--- config.mk ---
export PLATFORM = sky130hd
export DESIGN_NAME = adsr_envelope_generator_unit
export DESIGN_NICKNAME = d
export VERILOG_FILES = /design/src/rtl/core/adsr_pkg.sv /design/src/rtl/core/adsr_div.sv /design/src/rtl/core/adsr_envelope_generator_unit.sv
export SDC_FILE = /design/constraint.sdc
export NUM_CORES = 2
export LEC_CHECK = 0
export BUFFER_PORTS_ARGS = -buffer_cell sky130_fd_sc_hd__buf_4
export CORE_ASPECT_RATIO = 2
export CORE_UTILIZATION = 42
export CTS_BUF_LIST = sky130_fd_sc_hd__clkbuf_8
export CTS_CLUSTER_SIZE = 12
export DETAILED_ROUTE_END_ITERATION = 8
export PLACE_DENSITY_LB_ADDON = 0.25
export RECOVER_POWER = 100
export SYNTH_ARGS = -nofsm -noshare
export SYNTH_HDL_FRONTEND = slang
export SYNTH_SLANG_ARGS = --single-unit
--- constraint.sdc ---
create_clock -name clock -period 7.9 [get_ports clock]
set_input_delay 0 -clock clock [delete_from_list [all_inputs] [get_ports clock]]
set_output_delay 0 -clock clock [all_outputs]
set_load 0.02 [all_outputs]
--- src/rtl/core/adsr_pkg.sv ---
// adsr_pkg: shared types and constants for the linear adsr envelope generator
// used by adsr_div and adsr_envelope_generator_unit; no dependencies
package adsr_pkg;

   localparam int TIME_BITS   = 32;
   localparam int LEVEL_BITS  = 16;
   localparam int PROD_BITS   = TIME_BITS + LEVEL_BITS;
   localparam int CNT_BITS    = $clog2(PROD_BITS);
   localparam int CSR_IDX_BITS = 3;

   localparam logic [LEVEL_BITS-1:0] LEVEL_MAX = '1;
   // levels at or below this are squelched to zero
   localparam logic [LEVEL_BITS-1:0] LEVEL_FLOOR =
      LEVEL_BITS'(((1 << LEVEL_BITS) - 1) / 10000);

   typedef enum logic [1:0] {
      OP_QUERY    = 2'd0,
      OP_NOTE_ON  = 2'd1,
      OP_NOTE_OFF = 2'd2,
      OP_UNUSED   = 2'd3
   } op_type;

   typedef enum logic [CSR_IDX_BITS-1:0] {
      REG_ENABLED = 3'd0,
      REG_START   = 3'd1,
      REG_ATTACK  = 3'd2,
      REG_DECAY   = 3'd3,
      REG_SUSTAIN = 3'd4,
      REG_RELEASE = 3'd5
   } csr_reg_type;

   typedef enum logic [2:0] {
      ST_IDLE,
      ST_EVAL,
      ST_PHASE,
      ST_PICK,
      ST_MUL,
      ST_DIV,
      ST_FIN,
      ST_DONE
   } state_type;

   typedef enum logic [2:0] {
      MODE_ATTACK,
      MODE_DEC_UP,
      MODE_DEC_DOWN,
      MODE_REL_DOWN,
      MODE_REL_UP,
      MODE_HOLD
   } mode_type;

   typedef struct packed {
      logic accept;
      logic eval;
      logic phase;
      logic pick;
      logic div_start;
      logic fin;
      logic out_load;
   } seq_ctrl_type;

endpackage

--- src/rtl/core/adsr_div.sv ---
// adsr_div: restoring divider, one quotient bit per cycle
// depends on adsr_pkg for the operand widths
module adsr_div
   import adsr_pkg::*;
(
   input  logic                 clock,
   input  logic                 reset,
   input  logic                 start,
   input  logic [PROD_BITS-1:0] dividend,
   input  logic [TIME_BITS-1:0] divisor,
   output logic                 done,
   output logic [PROD_BITS-1:0] quotient
);

   logic                 busy_ff, busy_in;
   logic                 done_ff, done_in;
   logic [CNT_BITS-1:0]  cnt_ff, cnt_in;
   logic [PROD_BITS-1:0] dvd_ff, dvd_in;
   logic [TIME_BITS-1:0] rem_ff, rem_in;
   logic [TIME_BITS-1:0] dsr_ff, dsr_in;
   logic [TIME_BITS:0]   rem_sh;
   logic [TIME_BITS:0]   rem_sub;
   logic                 fits;

   assign rem_sh  = {rem_ff, dvd_ff[PROD_BITS-1]};
   assign rem_sub = rem_sh - {1'b0, dsr_ff};
   assign fits    = rem_sh >= {1'b0, dsr_ff};

   always_comb begin
      busy_in = busy_ff;
      done_in = 1'b0;
      cnt_in  = cnt_ff;
      dvd_in  = dvd_ff;
      rem_in  = rem_ff;
      dsr_in  = dsr_ff;
      if (start) begin
         busy_in = 1'b1;
         cnt_in  = CNT_BITS'(PROD_BITS - 1);
         dvd_in  = dividend;
         rem_in  = '0;
         dsr_in  = divisor;
      end else if (busy_ff) begin
         // quotient bits shift in from the bottom as dividend bits leave the top
         dvd_in = {dvd_ff[PROD_BITS-2:0], fits};
         rem_in = fits ? rem_sub[TIME_BITS-1:0] : rem_sh[TIME_BITS-1:0];
         cnt_in = cnt_ff - 1'b1;
         if (cnt_ff == '0) begin
            busy_in = 1'b0;
            done_in = 1'b1;
         end
      end
   end

   always_ff @(posedge clock) begin
      if (reset) begin
         busy_ff <= 1'b0;
         done_ff <= 1'b0;
         cnt_ff  <= '0;
      end else begin
         busy_ff <= busy_in;
         done_ff <= done_in;
         cnt_ff  <= cnt_in;
      end
      dvd_ff <= dvd_in;
      rem_ff <= rem_in;
      dsr_ff <= dsr_in;
   end

   assign done     = done_ff;
   assign quotient = dvd_ff;

endmodule

--- src/rtl/core/adsr_envelope_generator_unit.sv ---
// adsr_envelope_generator_unit: linear adsr envelope, top level; needs adsr_pkg, adsr_div
// sequence: a ramp query runs accept, EVAL, PHASE, PICK (decay only), MUL, the 48-step
//   shared divider, FIN and DONE into the output register; note events and disabled
//   queries go from EVAL to DONE, and flat or zero levels leave the divider out
// throughput: one item at a time, the next is accepted the cycle after the result is
//   loaded and a stalled result holds the block; reset clears control, CSR and note state
module adsr_envelope_generator_unit
   import adsr_pkg::*;
(
   input  logic                    clock,
   input  logic                    reset,
   input  logic                    req_valid,
   output logic                    req_stall,
   input  logic [1:0]              req_op,
   input  logic [TIME_BITS-1:0]    req_tick_time,
   output logic                    rsp_valid,
   input  logic                    rsp_stall,
   output logic [LEVEL_BITS-1:0]   rsp_level,
   output logic                    rsp_status,
   input  logic                    csr_valid,
   output logic                    csr_ready,
   input  logic [CSR_IDX_BITS-1:0] csr_index,
   input  logic [TIME_BITS-1:0]    csr_wdata
);

   state_type             state_ff, state_in;
   seq_ctrl_type          ctrl;

   logic                  enabled_ff, enabled_in;
   logic [LEVEL_BITS-1:0] start_ff, start_in;
   logic [TIME_BITS-1:0]  attack_ff, attack_in;
   logic [TIME_BITS-1:0]  decay_ff, decay_in;
   logic [LEVEL_BITS-1:0] sustain_ff, sustain_in;
   logic [TIME_BITS-1:0]  release_ff, release_in;

   logic                  held_ff, held_in;
   logic [TIME_BITS-1:0]  on_time_ff, on_time_in;
   logic [TIME_BITS-1:0]  off_time_ff, off_time_in;

   op_type                op_ff, op_in;
   logic [TIME_BITS-1:0]  time_ff, time_in;
   logic                  neg_ff, neg_in;
   logic [TIME_BITS-1:0]  mag_ff, mag_in;
   logic [TIME_BITS-1:0]  x_ff, x_in;
   mode_type              mode_ff, mode_in;
   logic [LEVEL_BITS-1:0] mul_a_ff, mul_a_in;
   logic [TIME_BITS-1:0]  mul_b_ff, mul_b_in;
   logic [TIME_BITS-1:0]  dsr_ff, dsr_in;
   logic [LEVEL_BITS-1:0] level_ff, level_in;

   logic                  rsp_valid_ff, rsp_valid_in;
   logic [LEVEL_BITS-1:0] rsp_level_ff, rsp_level_in;
   logic                  rsp_status_ff, rsp_status_in;

   logic [TIME_BITS-1:0]  diff;
   logic                  in_attack;
   logic                  rel_zero;
   logic                  in_decay;
   logic                  cfg_wr;
   logic                  div_done;
   logic [PROD_BITS-1:0]  quo;
   logic [PROD_BITS-1:0]  product;
   logic [PROD_BITS:0]    rel_sum;
   logic [LEVEL_BITS-1:0] fin_level;

   assign csr_ready = 1'b1;
   assign cfg_wr    = csr_valid && csr_ready;
   assign req_stall = (state_ff != ST_IDLE);

   // phase decisions from registered elapsed time
   assign in_attack = (attack_ff != '0) && (mag_ff <= attack_ff);
   assign rel_zero  = (release_ff == '0) || (!neg_ff && (mag_ff > release_ff));
   assign in_decay  = (decay_ff != '0) && (x_ff <= decay_ff);

   assign product = PROD_BITS'(mul_a_ff) * PROD_BITS'(mul_b_ff);

   adsr_div u_div (
      .clock    (clock),
      .reset    (reset),
      .start    (ctrl.div_start),
      .dividend (product),
      .divisor  (dsr_ff),
      .done     (div_done),
      .quotient (quo)
   );

   // next state
   always_comb begin
      state_in = state_ff;
      unique case (state_ff)
         ST_IDLE: begin
            if (req_valid) state_in = ST_EVAL;
         end
         ST_EVAL: begin
            if (enabled_ff && (op_ff == OP_QUERY)) state_in = ST_PHASE;
            else state_in = ST_DONE;
         end
         ST_PHASE: begin
            if (held_ff) begin
               if (neg_ff) state_in = ST_DONE;
               else if (in_attack) state_in = ST_MUL;
               else state_in = ST_PICK;
            end else begin
               if (rel_zero) state_in = ST_DONE;
               else state_in = ST_MUL;
            end
         end
         ST_PICK: begin
            if (in_decay) state_in = ST_MUL;
            else state_in = ST_FIN;
         end
         ST_MUL: begin
            state_in = ST_DIV;
         end
         ST_DIV: begin
            if (div_done) state_in = ST_FIN;
         end
         ST_FIN: begin
            state_in = ST_DONE;
         end
         ST_DONE: begin
            if (!rsp_valid_ff || !rsp_stall) state_in = ST_IDLE;
         end
      endcase
   end

   // sequencer outputs
   always_comb begin
      ctrl = '0;
      unique case (state_ff)
         ST_IDLE:  ctrl.accept    = req_valid;
         ST_EVAL:  ctrl.eval      = 1'b1;
         ST_PHASE: ctrl.phase     = 1'b1;
         ST_PICK:  ctrl.pick      = 1'b1;
         ST_MUL:   ctrl.div_start = 1'b1;
         ST_DIV:   ctrl = '0;
         ST_FIN:   ctrl.fin       = 1'b1;
         ST_DONE:  ctrl.out_load  = !rsp_valid_ff || !rsp_stall;
      endcase
   end

   // final level from the quotient, or the sustain level when holding
   always_comb begin
      rel_sum   = (PROD_BITS + 1)'(sustain_ff) + {1'b0, quo};
      fin_level = sustain_ff;
      unique case (mode_ff)
         MODE_ATTACK:   fin_level = quo[LEVEL_BITS-1:0];
         MODE_DEC_UP:   fin_level = start_ff + quo[LEVEL_BITS-1:0];
         MODE_DEC_DOWN: fin_level = start_ff - quo[LEVEL_BITS-1:0];
         MODE_REL_DOWN: fin_level = sustain_ff - quo[LEVEL_BITS-1:0];
         MODE_REL_UP: begin
            if (rel_sum > (PROD_BITS + 1)'(LEVEL_MAX)) fin_level = LEVEL_MAX;
            else fin_level = rel_sum[LEVEL_BITS-1:0];
         end
         default: fin_level = sustain_ff;
      endcase
      if (fin_level <= LEVEL_FLOOR) fin_level = '0;
   end

   assign diff = time_ff - (held_ff ? on_time_ff : off_time_ff);

   // datapath next values
   always_comb begin
      enabled_in  = enabled_ff;
      start_in    = start_ff;
      attack_in   = attack_ff;
      decay_in    = decay_ff;
      sustain_in  = sustain_ff;
      release_in  = release_ff;
      held_in     = held_ff;
      on_time_in  = on_time_ff;
      off_time_in = off_time_ff;
      op_in       = op_ff;
      time_in     = time_ff;
      neg_in      = neg_ff;
      mag_in      = mag_ff;
      x_in        = x_ff;
      mode_in     = mode_ff;
      mul_a_in    = mul_a_ff;
      mul_b_in    = mul_b_ff;
      dsr_in      = dsr_ff;
      level_in    = level_ff;

      if (cfg_wr) begin
         unique case (csr_index)
            REG_ENABLED: begin
               enabled_in  = csr_wdata[0];
               held_in     = 1'b0;
               on_time_in  = '0;
               off_time_in = '0;
            end
            REG_START:   start_in   = csr_wdata[LEVEL_BITS-1:0];
            REG_ATTACK:  attack_in  = csr_wdata;
            REG_DECAY:   decay_in   = csr_wdata;
            REG_SUSTAIN: sustain_in = csr_wdata[LEVEL_BITS-1:0];
            REG_RELEASE: release_in = csr_wdata;
            default: ;
         endcase
      end

      if (ctrl.accept) begin
         op_in   = op_type'(req_op);
         time_in = req_tick_time;
      end

      if (ctrl.eval) begin
         neg_in   = diff[TIME_BITS-1];
         mag_in   = diff[TIME_BITS-1] ? (~diff + 1'b1) : diff;
         level_in = (!enabled_ff && (op_ff == OP_QUERY)) ? LEVEL_MAX : '0;
         if (enabled_ff) begin
            if (op_ff == OP_NOTE_ON) begin
               on_time_in = time_ff;
               held_in    = 1'b1;
            end else if (op_ff == OP_NOTE_OFF) begin
               off_time_in = time_ff;
               held_in     = 1'b0;
            end
         end
      end

      if (ctrl.phase) begin
         if (held_ff) begin
            mode_in  = MODE_ATTACK;
            mul_a_in = start_ff;
            mul_b_in = mag_ff;
            dsr_in   = attack_ff;
            // with no attack this is the whole elapsed time
            x_in     = mag_ff - attack_ff;
         end else begin
            mode_in  = neg_ff ? MODE_REL_UP : MODE_REL_DOWN;
            mul_a_in = sustain_ff;
            mul_b_in = mag_ff;
            dsr_in   = release_ff;
         end
      end

      if (ctrl.pick) begin
         if (in_decay) begin
            mode_in  = (sustain_ff >= start_ff) ? MODE_DEC_UP : MODE_DEC_DOWN;
            mul_a_in = (sustain_ff >= start_ff) ? (sustain_ff - start_ff)
                                                : (start_ff - sustain_ff);
            mul_b_in = x_ff;
            dsr_in   = decay_ff;
         end else begin
            mode_in = MODE_HOLD;
         end
      end

      if (ctrl.fin) level_in = fin_level;
   end

   // output register
   always_comb begin
      rsp_valid_in  = rsp_valid_ff && rsp_stall;
      rsp_level_in  = rsp_level_ff;
      rsp_status_in = rsp_status_ff;
      if (ctrl.out_load) begin
         rsp_valid_in  = 1'b1;
         rsp_level_in  = level_ff;
         rsp_status_in = !enabled_ff;
      end
   end

   always_ff @(posedge clock) begin
      if (reset) begin
         state_ff     <= ST_IDLE;
         enabled_ff   <= 1'b0;
         start_ff     <= '0;
         attack_ff    <= '0;
         decay_ff     <= '0;
         sustain_ff   <= '0;
         release_ff   <= '0;
         held_ff      <= 1'b0;
         on_time_ff   <= '0;
         off_time_ff  <= '0;
         rsp_valid_ff <= 1'b0;
      end else begin
         state_ff     <= state_in;
         enabled_ff   <= enabled_in;
         start_ff     <= start_in;
         attack_ff    <= attack_in;
         decay_ff     <= decay_in;
         sustain_ff   <= sustain_in;
         release_ff   <= release_in;
         held_ff      <= held_in;
         on_time_ff   <= on_time_in;
         off_time_ff  <= off_time_in;
         rsp_valid_ff <= rsp_valid_in;
      end
      op_ff         <= op_in;
      time_ff       <= time_in;
      neg_ff        <= neg_in;
      mag_ff        <= mag_in;
      x_ff          <= x_in;
      mode_ff       <= mode_in;
      mul_a_ff      <= mul_a_in;
      mul_b_ff      <= mul_b_in;
      dsr_ff        <= dsr_in;
      level_ff      <= level_in;
      rsp_level_ff  <= rsp_level_in;
      rsp_status_ff <= rsp_status_in;
   end

   assign rsp_valid  = rsp_valid_ff;
   assign rsp_level  = rsp_level_ff;
   assign rsp_status = rsp_status_ff;

endmodule
==> impl_metrics.toml <==
[worst_hold_path]
min-delay-start = "csr_wdata[17]"
worstHoldPathType = "primary input to flop"
hold_path_depth = 4

[outcome]
status = "finished, violations left"
violations = "max-capacitance violations, max-slew violations"

[cells_and_area]
nets = 6787
area_growth_pct = 10.53
mostFrequentLayoutCells = "nand2_1 (1,044), inv_1 (689), a21oi_1 (448), fa_1 (426), ha_1 (359)"
regArea_um2 = 12820
nFillCells = 11430
drive_gt1_share_pct = 5.535
multi_input_area_um2 = 32730
final_common_cell = "nand2_1"

[sta]
skew_ns = 0.06269
setup_viol = 0
drv_slew = 848
hold_viol = 0
clock.fmax_mhz = 133.0
relSlewSlack_pct = -141.6
rsz0062_at_grt = "no"
fin_crit_ns = 7.517
finalCritPeriodShare_pct = 95.16
tns_ns = 0
tightest_slew_ns = 3.624

[detailed_routing]
wl_per_cell_um = 22.80
firstDrtPassIters = 8
avgViaCountPerCell = 5.675
drc = 0
vias = 42690
drt_iter0_markers = 2448
wl_um = 171500
ant_nets = 0

[clock_tree]
cts_root_buf = "clkbuf_8"
max-clock-path-buffers = 3
cts.sinks = 533
cts_inserted_buffers = 82
cts.repair.resized = 0
cts-htree-levels = 3
hold_buffers = 132
cts_tree = "yes"
clk_pin_slew_ns = 0.07
cts_setup_buffers = 0
clkLatencyLatePin_ns = 0.79

[die]
fp.dieArea_um2 = 118600
rows = 177
start_util_pct = 42.30
num_io_pins = 94
die_y_um = 485.9
chipWidth_um = 244.0
core_um2 = 116300

[global_route]
use_met1_pct = 27.67
antenna_found_initial = 1
top_usage_layer = "met2"
gr-usage-all-layers_pct = 28.89
grt_pass1_wl_um = 259900
overflow = 0
grt_pass1_vias = 44820
grt_max_degree = 163
use_met3_pct = 3.465
use_met2_pct = 54.71

[critical_path]
crit_start = "mul_b_ff[3]"
start_kind = "flop"
path_class = "flop to flop"
worstRegToRegCells = 24
regToRegStartpoint = "mul_b_ff[3]"
cp.required_ns = 8.42
cp_max_fo = 11
arrival_ns = 8.04
worst_setup_path_end_kind = "flop"

[logic_synthesis]
synth_edf_count = 215
ys_ff_latch = 533
synth_ff_type = "dfxtp_1"
ys_top_cells_by_area = "fa_1 (17%), edfxtp_1 (13%), dfxtp_1 (13%), ha_1 (9.1%), nand2_1 (8.0%)"
synth-async-reset-ratio_pct = 0
syn-cell-area_um2 = 49180
syn-num-nets = 6685
synth.distinct_cells = 84
synth_top_area_share_pct = 17.34
avgSynthCellArea_um2 = 8.442
ys_seq_area_share_pct = 26.07
yosysTopAreaCell = "fa_1"
syn_inst = 5826
yosysWarnings = 0

[flow_run]
cap_violations = 18

[placed_design]
gp_congestion = 0.9817
hpwl_um = 137900
portBuffers = 92
==> state kept, by name (all words and copies together) (netlist names), 2 cells and up <==
name	flops
dsr_ff	32
attack_ff	32
mag_ff	32
start_ff	16
x_ff	32
on_time_ff	32
u_div.rem_ff	32
state_ff	3
level_ff	16
decay_ff	32
u_div.quotient	48
u_div.dsr_ff	32
time_ff	32
mul_a_ff	16
mul_b_ff	32
rsp_level	16
mode_ff	3
release_ff	32
sustain_ff	16
u_div.cnt_ff	6
op_ff	2
off_time_ff	32
==> cell type report <==
cell class                 instances  share of cell area (%)
tap                             1521                   3.501
inverter                         663                   4.578
timing repair buffer             322                   4.829
clock buffer                      96                   2.430
antenna                            2                0.009206
multi-input combinational       4326                   60.20
clock inverter                    58                  0.8631
sequential                       533                   23.59
==> worst max-delay path, stage by stage (launching register included) <==
cell and delay, ns:
dfxtp_1 0.58, clkbuf_1 0.56, nand2_1 0.16, fa_1 0.51
inv_1 0.06, fa_1 0.47, ha_1 0.23, fa_1 0.54
inv_1 0.05, fa_1 0.46, fa_1 0.55, inv_1 0.04
ha_1 0.38, o21ai_0 0.17, a21oi_1 0.33, a311o_1 0.36
o21bai_1 0.17, a211o_1 0.37, a21bo_2 0.25, o31ai_1 0.41
clkbuf_1 0.20, a21o_1 0.14, a21oi_1 0.07, xor2_1 0.13
o21ai_0 0.09
==> worst paths after layout <==
path / end / slack (ns)
worst max-delay path: u_div.quotient[40] / 0.38
worst min-delay path: attack_ff[17] / 0.08
worst max register to register: u_div.quotient[40] / 0.38
worst min register to register: rsp_level[12] / 0.41
==> cell usage after synthesis (51+ instances only) <==
| master | instances |
|---|---|
| nand2_1 | 1045 |
| inv_1 | 663 |
| a21oi_1 | 448 |
| fa_1 | 426 |
| ha_1 | 359 |
| o21ai_0 | 322 |
| dfxtp_1 | 318 |
| clkbuf_1 | 291 |
| edfxtp_1 | 215 |
| nor2_1 | 212 |
| and2_1 | 159 |
| nand3_1 | 148 |
| xnor2_1 | 121 |
| mux2i_1 | 110 |
| a21o_1 | 106 |
| xor2_1 | 78 |
| nor3_1 | 70 |
| o211ai_1 | 70 |
| a211oi_1 | 55 |
| nand4_1 | 53 |
| o21a_1 | 51 |
==> metrics by stage <==
stage | instances | setup slack (ns) | hold WS [ns] | util [%] | instance area [um^2]
floorplan | 5826 | 1.014 | 0.09887 | - | 49180
global placement | 7233 | 0.5284 | 0.1782 | 44.28 | 51490
detailed placement | 7233 | 0.4636 | 0.1793 | 44.28 | 51490
CTS | 7519 | 0.4889 | 0.001890 | 46.96 | 54600
global route | 7520 | 0.06733 | 0.05257 | 46.75 | 54360
finish | 7521 | 0.3825 | 0.07560 | 46.76 | 54360
==> cells by family after synthesis <==
family,count (synthesis),share of synthesized area (%)
AND/OR/NAND/NOR,1915,17.69
AO/OA/AOI/OAI,1307,16.37
buffers and inverters,967,7.390
adder cells (fa/ha/maj),785,26.47
flip-flops,533,26.07
XOR/XNOR,200,3.577
multiplexers,118,2.422
other,1,0.007625
==> layer usage <==
| layer | up-vias | share of wire (%) |
|---|---|---|
| li1 | 19910 | - |
| met3 | 558 | 4.1 |
| met5 | - | 0 |
| met1 | 20930 | 33 |
| met2 | 1289 | 53 |
| met4 | 0 | 9.4 |
Power is left out: the tool's default activity adds up to more than one toggle a clock period on the data nets, which glitch-free logic cannot reach.
